## config.mk

```make
export PLATFORM = sky130hd
export DESIGN_NAME = bsc_div_stage
export DESIGN_NICKNAME = d
export VERILOG_FILES = /design/src/hw/rtl/bsc_div_stage.sv
export SDC_FILE = /design/constraint.sdc
export NUM_CORES = 1
export LEC_CHECK = 0
export BUFFER_PORTS_ARGS = -buffer_cell sky130_fd_sc_hd__buf_2
export CAP_MARGIN = 20
export CORE_AREA = 2 2 153 155
export DETAILED_ROUTE_END_ITERATION = 10
export DIE_AREA = 0 0 155 157
export SLEW_MARGIN = 40
export SYNTH_ARGS = -nofsm -noshare
export SYNTH_HDL_FRONTEND = slang
export SYNTH_SLANG_ARGS = --single-unit
```

## constraint.sdc

```tcl
create_clock -name i_clk -period 3.05 [get_ports i_clk]
set_input_delay 0.1525 -clock i_clk [delete_from_list [all_inputs] [get_ports i_clk]]
set_output_delay 0.1525 -clock i_clk [all_outputs]
set_load 0.05 [all_outputs]
```

## src/hw/rtl/bsc_div_stage.sv

```systemverilog
`default_nettype none
// ----------------------------------------------------------------------------
// bsc_div_stage: one registered step of the unsigned restoring divider
// Takes one quotient bit per stage; side data rides along with the valid bit.
// ----------------------------------------------------------------------------
module bsc_div_stage #(
    parameter int SIDE_W = 64
) (
    input  wire logic              i_clk,
    input  wire logic              i_rst_n,
    input  wire logic              i_valid,
    input  wire logic [31:0]       i_rem,
    input  wire logic [31:0]       i_num,
    input  wire logic [31:0]       i_quo,
    input  wire logic [31:0]       i_den,
    input  wire logic [SIDE_W-1:0] i_side,
    output logic                   o_valid,
    output logic [31:0]            o_rem,
    output logic [31:0]            o_num,
    output logic [31:0]            o_quo,
    output logic [31:0]            o_den,
    output logic [SIDE_W-1:0]      o_side
);
    logic [32:0] n_trial;
    logic [32:0] n_diff;

    always_comb begin
        n_trial = {i_rem, i_num[31]};
        n_diff  = n_trial - {1'b0, i_den};
    end

    always_ff @(posedge i_clk) begin
        if (!i_rst_n) begin
            o_valid <= 1'b0;
        end else begin
            o_valid <= i_valid;
        end
        o_num  <= {i_num[30:0], 1'b0};
        o_den  <= i_den;
        o_side <= i_side;
        if (!n_diff[32]) begin
            o_rem <= n_diff[31:0];
            o_quo <= {i_quo[30:0], 1'b1};
        end else begin
            o_rem <= n_trial[31:0];
            o_quo <= {i_quo[30:0], 1'b0};
        end
    end
endmodule
`default_nettype wire

```

# ---- Yosys cells after proc, flatten, opt, wreduce, memory -nomap -nowiden
# Cells that the tools add are included.
dict set report totals {
  ff_bits 192
  in_bits 195
  output_inout_bits 193
  word_cells 9
}
dict set report classes {
  add_sub_neg 1
  mux 2
}
# op n
set op_table {}
lappend op_table {{$sub A33 B32 Y33} 1}
lappend op_table {{$mux W32} 1}
lappend op_table {{$mux W1} 1}

# ---- Depth between registers and ports, before layout
# Gate-level depths: netlist of the first run.
dict set report depth {
  depth_word 2
  depth_mapped 13
}

# ---- Worst setup path after synthesis of the first run
# No wires, ideal clock.
dict set report synth_timing {
  path_type {in2reg}
  start {input port i_den[16]}
  end {register o_rem[10]}
  setup_time_ns 0.121
  t_arrival_ns 2.408
  setup_slack_ns 0.521
  stages 12
  cell_sequence {inv_1 > ha_1 > buf_6 > a21oi_4 > o211ai_1 > a221o_1 > a211o_1 > o21a_1 > o211ai_4 > inv_2 > buf_6 > mux2_4}
}
dict set report synth_via {
  elab_chain_len 2
}
# element line_no
set synth_rtl {}
lappend synth_rtl {{start: declaration} 15} ;# input wire logic [31:0] i_den,
lappend synth_rtl {{$sub A33 B32 Y33} 29} ;# n_diff = n_trial - {1'b0, i_den};
lappend synth_rtl {{$mux W32} 41} ;# if (!n_diff[32]) begin
lappend synth_rtl {{end signal: assignment} 42} ;# o_rem <= n_diff[31:0];
lappend synth_rtl {{end signal: assignment} 45} ;# o_rem <= n_trial[31:0];
lappend synth_rtl {{end: declaration} 18} ;# output logic [31:0] o_rem,
# Every way passes these cells.
# A chain may end at the register's enable or synchronous reset.

# ---- Final worst setup path of the first run
dict set report layout_timing {
  start {input port i_rem[12]}
  end {register o_rem[6]}
}
dict set report layout_via {
  elab_chain_len 2
}
# element line_no
set layout_rtl {}
lappend layout_rtl {{start: declaration} 12} ;# input wire logic [31:0] i_rem,
lappend layout_rtl {{$sub A33 B32 Y33} 29}
lappend layout_rtl {{$mux W32} 41}
# Every way passes these cells.

==> flow_summary.json, run 1 <==
{
  "status": "complete, no violations",
  "drt-total-wl_microns": 25900,
  "overflow": 0,
  "htreeDepth": 4,
  "synth_top_area_share_pct": 60.87,
  "pwr-share-clk_pct": 32.7,
  "ant_nets": 0,
  "core-area_sq_um": 22500,
  "pwr-share-comb_pct": 28.1,
  "grt_pass1_vias": 6495,
  "syn_inst": 555,
  "crit_path_max_fanout": 9,
  "min_from": "i_rem[31]",
  "post-route-period-util_pct": 96.11,
  "finish.instance_area_sq_um": 11170,
  "period_needed_ns": 2.931,
  "synth_top_area_cell": "dfxtp_1",
  "switchingPower_mw": 2.524,
  "min_to": "o_quo[0]$_DFF_P_",
  "rows": 55,
  "p_int_mw": 4.520,
  "vias": 6307,
  "path_clk_slew_ns": 0.08,
  "port_buffers": 385,
  "swShare_pct": 35.84,
  "numCtsBuffers": 17,
  "final_layout_size_suffix_gt1_share_pct": 39.10,
  "wl_per_cell_microns": 17.92,
  "p_per_area_nw_per_um2": 630.5,
  "routed_via_density": 4.365,
  "rsz0062_at_grt": "no",
  "finalNetCount": 1371,
  "critPathKind": "input pin to flip-flop",
  "grt_pass1_wl_microns": 37290,
  "root_buffer": "clkbuf_16",
  "numClockSinks": 192,
  "nFillCells": 2049,
  "die_w_microns": 155,
  "cts_tree": "built",
  "tns_ns": 0,
  "cp.required_ns": 3.38,
  "seq_power_share_pct": 39.2,
  "cts_buffer_depth": 2,
  "io_pins": 388,
  "area_delta_synth_final_pct": 76.92,
  "dp.cells": 1216,
  "instances_no_fill": 1445,
  "drc": 0,
  "die-area_sq_um": 24340,
  "synthTopCellsByCount": "dfxtp_1, nand2_1, inv_1",
  "hold_path_depth": 5,
  "timing.fmax_mhz": 341.1,
  "startpoint_type": "input pin",
  "drv_cap": 0,
  "dr.pass1.iters": 5,
  "yosys-top-cells-area": "dfxtp_1, ha_1, mux2_4",
  "hold_path.class": "input pin to flip-flop",
  "initial_core_util_pct": 28.06,
  "antenna_found_initial": 5,
  "multiInputGateArea_sq_um": 2255,
  "synth.avg_cell_area_sq_um": 11.38,
  "setup_viol": 0,
  "async_flop_share_pct": 0,
  "arrival_ns": 3.26,
  "finalCoreUtilization_pct": 49.65,
  "synthFlopType": "dfxtp_1",
  "syn-cell-area_sq_um": 6315,
  "synth_nets": 783,
  "hold_viol": 0,
  "drtIter0Drc": 252,
  "track_usage_pct": 20.43,
  "hpwl_microns": 18880,
  "ys_types": 51,
  "die_h_microns": 157,
  "hold_slack_ns": 0.3146,
  "endpoint_kind": "flip-flop",
  "dpl_cell_area_sq_um": 8588,
  "yosysWarningCount": 0,
  "synth-seq-cells": 192,
  "leakagePower_nw": 5.536,
  "regArea_sq_um": 3844,
  "vdd_ir_drop_max_uv": 298.3,
  "gp_congestion": 0.9173,
  "finalMaxSlewViolations": 0,
  "yosysSeqAreaShare_pct": 60.87,
  "grt_max_degree": 28,
  "yosysMostFrequentCell": "dfxtp_1",
  "synth_edf_count": 0
}
==> kinds of logic (layout without fill, tap and decap cells) <==
logic type,after synthesis,after routing,share of synthesized area (%)
adder cells (fa/ha/maj),33,33,6.657
XOR/XNOR,24,24,3.329
other,1,5,0.05938
AO/OA/AOI/OAI,120,120,12.62
AND/OR/NAND/NOR,109,109,8.302
buffers and inverters,58,659,3.883
multiplexers,18,18,4.280
flip-flops,192,192,60.87
==> critical path, stage by stage <==
cell and delay [ns]:
dlygate4sd3_1 0.58, buf_2 0.14, ha_1 0.34, a21oi_4 0.19
o211ai_1 0.14, a221o_1 0.38, a211o_1 0.32, o211ai_1 0.28
o211ai_4 0.13, inv_2 0.13, buf_12 0.16, mux2_4 0.31
==> sequential cells by signal, indices dropped and copies added, names as in the netlist <==
register,cells
o_side,64
o_den,32
o_quo,32
o_rem,32
o_num,31
o_valid,1
==> layout by cell type (no fill, tap or decap), types with 6 or more instances in the layout <==
cell type / count
buf_2: 385
dlygate4sd3_1: 192
dfxtp_1: 192
nand2_1: 44
inv_1: 41
a21oi_1: 31
ha_1: 31
o21ai_0: 24
mux2_4: 18
clkbuf_16: 17
nor2_1: 16
a21o_1: 15
xnor2_1: 14
nand3_1: 11
xor2_1: 10
o211ai_1: 8
nand4_1: 7
o21a_1: 6
and3_1: 6
clkinv_8: 6
==> repair_timing <==
item                       in CTS  in global routing
hold buffers                  192                  0
setup endpoints to repair       0                 32
setup buffers                   0                  1
hold endpoints to repair      191                  0
resized for setup               0                  7
==> per-stage QoR <==
stage               power (mW)  setup WS, ns
floorplan                4.058        0.5211
global placement         4.564        0.2198
detailed placement       4.577        0.1674
CTS                      7.094       0.04936
global route             7.321      0.002896
finish                   7.044        0.1185
==> final cells by class <==
class / count / area share, %
timing repair buffer: 585 / 35.24
sequential: 192 / 34.40
multi-input combinational: 305 / 20.18
clock buffer: 18 / 3.841
tap: 285 / 3.192
clock inverter: 14 / 1.635
inverter: 42 / 1.411
antenna: 4 / 0.08960
==> routing by layer <==
| layer | GRT usage [%] | part of all wire (%) |
|---|---|---|
| met1 | 23.09 | 40 |
| met5 | 0 | 0.050 |
| met4 | 9.127 | 3.8 |
| met3 | 6.388 | 7.4 |
| met2 | 35.45 | 49 |
==> power by group through the flow <==
stage / Clock, mW / Combinational (mW) / Sequential [mW]
3_5_place_dp: 0 / 1.76 / 2.82
3_3_place_gp: 0 / 1.75 / 2.82
5_1_grt: 2.45 / 2.09 / 2.78
4_1_cts: 2.36 / 1.97 / 2.76
6_report: 2.30 / 1.98 / 2.76
2_1_floorplan: 0 / 0.498 / 3.56
==> worst max path at each step <==
stage	start	endpoint	slack, ns	cells past startpoint
after CTS	i_rem[15]	o_rem[27]$_DFF_P_	0.05	11
final	i_rem[12]	o_rem[6]$_DFF_P_	0.12	12
after detailed placement	i_num[31]	o_rem[26]$_DFF_P_	0.17	12
after global placement	i_num[31]	o_rem[26]$_DFF_P_	0.22	12
after global routing	i_den[16]	o_rem[26]$_DFF_P_	0.003	12
after floorplan	i_den[16]	o_rem[10]$_DFF_P_	0.52	12
Note: power is estimated with default switching activity, not from simulation.
==> run 2: changes to the inputs <==
--- a/config.mk
+++ b/config.mk
@@ -7,9 +7,10 @@
 export LEC_CHECK = 0
 export BUFFER_PORTS_ARGS = -buffer_cell sky130_fd_sc_hd__buf_2
 export CAP_MARGIN = 20
-export CORE_AREA = 2 2 153 155
+export CORE_AREA = 2 2 151 153
+export CTS_BUF_LIST = sky130_fd_sc_hd__clkbuf_2
 export DETAILED_ROUTE_END_ITERATION = 10
-export DIE_AREA = 0 0 155 157
+export DIE_AREA = 0 0 153 155
 export SLEW_MARGIN = 40
 export SYNTH_ARGS = -nofsm -noshare
 export SYNTH_HDL_FRONTEND = slang
==> run 2 against run 1 <==
The flow now stops in clock tree synthesis (4_1_cts). Area after synthesis stayed put. Synthesized cell count stayed put.
==> flow_summary.json, run 2 <==
{
  "synth_top_area_cell": "dfxtp_1",
  "post_cts_buffers": 0,
  "gp_congestion": 0.9090,
  "synthTopCellsByCount": "dfxtp_1, nand2_1, inv_1",
  "async_flop_share_pct": 0,
  "die_w_microns": 153,
  "rows": 55,
  "synthFlopType": "dfxtp_1",
  "cts_resized": 0,
  "syn-cell-area_sq_um": 6315,
  "numClockSinks": 192,
  "error": "[ERROR RSZ-0060] Max buffer count reached.",
  "htreeDepth": 4,
  "port_buffers": 385,
  "yosysSeqAreaShare_pct": 60.87,
  "holdBufCountCts": 251,
  "synth.avg_cell_area_sq_um": 11.38,
  "synth_edf_count": 0,
  "synth_top_area_share_pct": 60.87,
  "synth_nets": 783,
  "yosysMostFrequentCell": "dfxtp_1",
  "numCtsBuffers": 17,
  "root_buffer": "clkbuf_2",
  "yosys-top-cells-area": "dfxtp_1, ha_1, mux2_4",
  "status": "did not finish",
  "io_pins": 388,
  "hpwl_microns": 18700,
  "cts_buffer_depth": 2,
  "die_h_microns": 155,
  "ys_types": 51,
  "synth-seq-cells": 192,
  "failing_step": "clock tree synthesis (4_1_cts)",
  "yosysWarningCount": 0,
  "syn_inst": 555,
  "initial_core_util_pct": 28.41
}
run 2: cell counts after synthesis:
No cell type changed its count.
run 2: cell families after synthesis:
logic type,synth area share (%)
other cells,0.05938
buf+inv,3.883
fa+ha+maj,6.657
xor+xnor,3.329
simple gates,8.302
mux,4.280
compound gates,12.62
flops,60.87
run 2: through the flow:
stage               instance area (sq um)  setup slack (ns)  instances  hold WS (ns)
floorplan                            6315            0.5211        555        0.1802
global placement                     8588            0.1485       1216        0.2546
detailed placement                   8588           0.04771       1216        0.2561
==> run 3: changes to the inputs <==
--- a/config.mk
+++ b/config.mk
@@ -7,10 +7,10 @@
 export LEC_CHECK = 0
 export BUFFER_PORTS_ARGS = -buffer_cell sky130_fd_sc_hd__buf_2
 export CAP_MARGIN = 20
-export CORE_AREA = 2 2 151 153
-export CTS_BUF_LIST = sky130_fd_sc_hd__clkbuf_2
+export CORE_AREA = 2 2 149 151
 export DETAILED_ROUTE_END_ITERATION = 10
-export DIE_AREA = 0 0 153 155
+export DIE_AREA = 0 0 151 153
+export PLACE_DENSITY_LB_ADDON = 0.15
 export SLEW_MARGIN = 40
 export SYNTH_ARGS = -nofsm -noshare
 export SYNTH_HDL_FRONTEND = slang
==> run 3 against run 2 <==
The run now ends clean.
==> flow_summary.json, run 3 (synthesis results as in run 1) <==
{
  "cp.required_ns": 3.37,
  "ant_nets": 0,
  "drtIter0Drc": 192,
  "post-route-period-util_pct": 94.16,
  "port_buffers": 385,
  "area_delta_synth_final_pct": 76.92,
  "status": "complete, no violations",
  "crit_path_end": "o_rem[31]$_DFF_P_",
  "largest_reg_flops": 64,
  "hpwl_microns": 17480,
  "hold_path.class": "input pin to flip-flop",
  "vias": 6148,
  "dr.pass1.iters": 4,
  "final_cell_mix": "buf_2, dlygate4sd3_1, dfxtp_1, nand2_1, inv_1",
  "die_h_microns": 153,
  "io_pins": 388,
  "gp_congestion": 0.8483,
  "wl_per_cell_microns": 16.57,
  "tns_ns": 0,
  "crit_start": "i_rem[17]",
  "drv_cap": 0,
  "grt_pass1_vias": 6301,
  "finalMaxSlewViolations": 0,
  "drc": 0,
  "overflow": 0,
  "cts_tree": "built",
  "htreeDepth": 4,
  "track_usage_pct": 20.10,
  "post_cts_buffers": 0,
  "startpoint_type": "input pin",
  "drt-total-wl_microns": 23870,
  "timing.fmax_mhz": 348.2,
  "p_per_area_nw_per_um2": 627.1,
  "path_clk_slew_ns": 0.08,
  "rsz0062_at_grt": "no",
  "antenna_found_initial": 4,
  "final_common_cell": "buf_2",
  "grt_max_degree": 28,
  "leakagePower_nw": 5.538,
  "die-area_sq_um": 23100,
  "crit_path_max_fanout": 8,
  "core-area_sq_um": 21490,
  "root_buffer": "clkbuf_16",
  "numClockSinks": 192,
  "final_layout_size_suffix_gt1_share_pct": 39.07,
  "finalNetCount": 1372,
  "die_w_microns": 151,
  "numCtsBuffers": 17,
  "grt_pass1_wl_microns": 35290,
  "arrival_ns": 3.19,
  "largest_register": "o_side",
  "hold_slack_ns": 0.3300,
  "period_needed_ns": 2.872,
  "endpoint_kind": "flip-flop",
  "hold_viol": 0,
  "rows": 54,
  "critPathKind": "input pin to flip-flop",
  "routed_via_density": 4.266,
  "cts_buffer_depth": 2,
  "vdd_ir_drop_max_uv": 283.5,
  "setup_viol": 0,
  "initial_core_util_pct": 29.39
}
run 3: worst min-delay path by stage:
stage | depth (start not counted) | startpoint | end
6_report | 2 | i_quo[14] | o_quo[15]$_DFF_P_
5_1_grt | 2 | i_side[5] | o_side[5]$_DFF_P_
4_1_cts | 5 | i_rem[31] | o_quo[0]$_DFF_P_
3_5_place_dp | 1 | i_side[59] | o_side[59]$_DFF_P_
3_3_place_gp | 1 | i_side[13] | o_side[13]$_DFF_P_
2_1_floorplan | 0 | i_den[0] | o_den[0]$_DFF_P_
run 3: metrics by stage:
stage                     utilization (%)  setup slack, ns  instances  power [mW]  area [sq um]
after floorplan                         -           0.5211        555       4.058          6315
after global placement              39.95           0.1964       1213       4.557          8584
after detailed placement            39.95           0.1367       1213       4.562          8584
after CTS                           51.81          0.06435       1437       7.076         11130
after global routing                52.00          0.01396       1441       7.309         11170
final                               52.00           0.1782       1441       7.006         11170
run 3: routing by layer:
layer	global-route usage (%)	routed length [microns]	up-vias
met2	36.77	12290	229
met1	22.08	9273	2797
met5	0	0	-
li1	-	-	3084
met3	4.985	1568	38
met4	7.744	737	0
run 3: worst max-delay path, stage by stage:
cell	delay, ns
dlygate4sd3_1	0.54
buf_2	0.14
ha_1	0.38
a21oi_1	0.23
inv_1	0.06
a221o_1	0.37
a211o_1	0.29
o211ai_1	0.28
o211ai_4	0.13
inv_2	0.12
buf_8	0.17
mux2_4	0.30
run 3: power breakdown:
part           switching, mW  leakage, nW  total [mW]  internal [mW]
clock network           1.15        0.300        2.29           1.14
registers             0.0499         1.62        2.76           2.71
logic                   1.27         3.62        1.95          0.681
run 3: layout make-up:
| class | count | area (sq um) |
|---|---|---|
| inverter | 42 | 157.7 |
| timing repair buffer | 586 | 3940 |
| clock buffer | 18 | 439.2 |
| clock inverter | 14 | 185.2 |
| sequential | 192 | 3844 |
| antenna | 4 | 10.01 |
| tap | 280 | 350.3 |
| multi-input combinational | 305 | 2246 |
| fill | 1976 | 10310 |
run 3: what timing repair did:
action	4_1_cts	5_1_grt
endpoints found under the setup margin	0	32
endpoints found under the hold margin	191	0
hold buffers	192	0
gates resized for setup	0	7
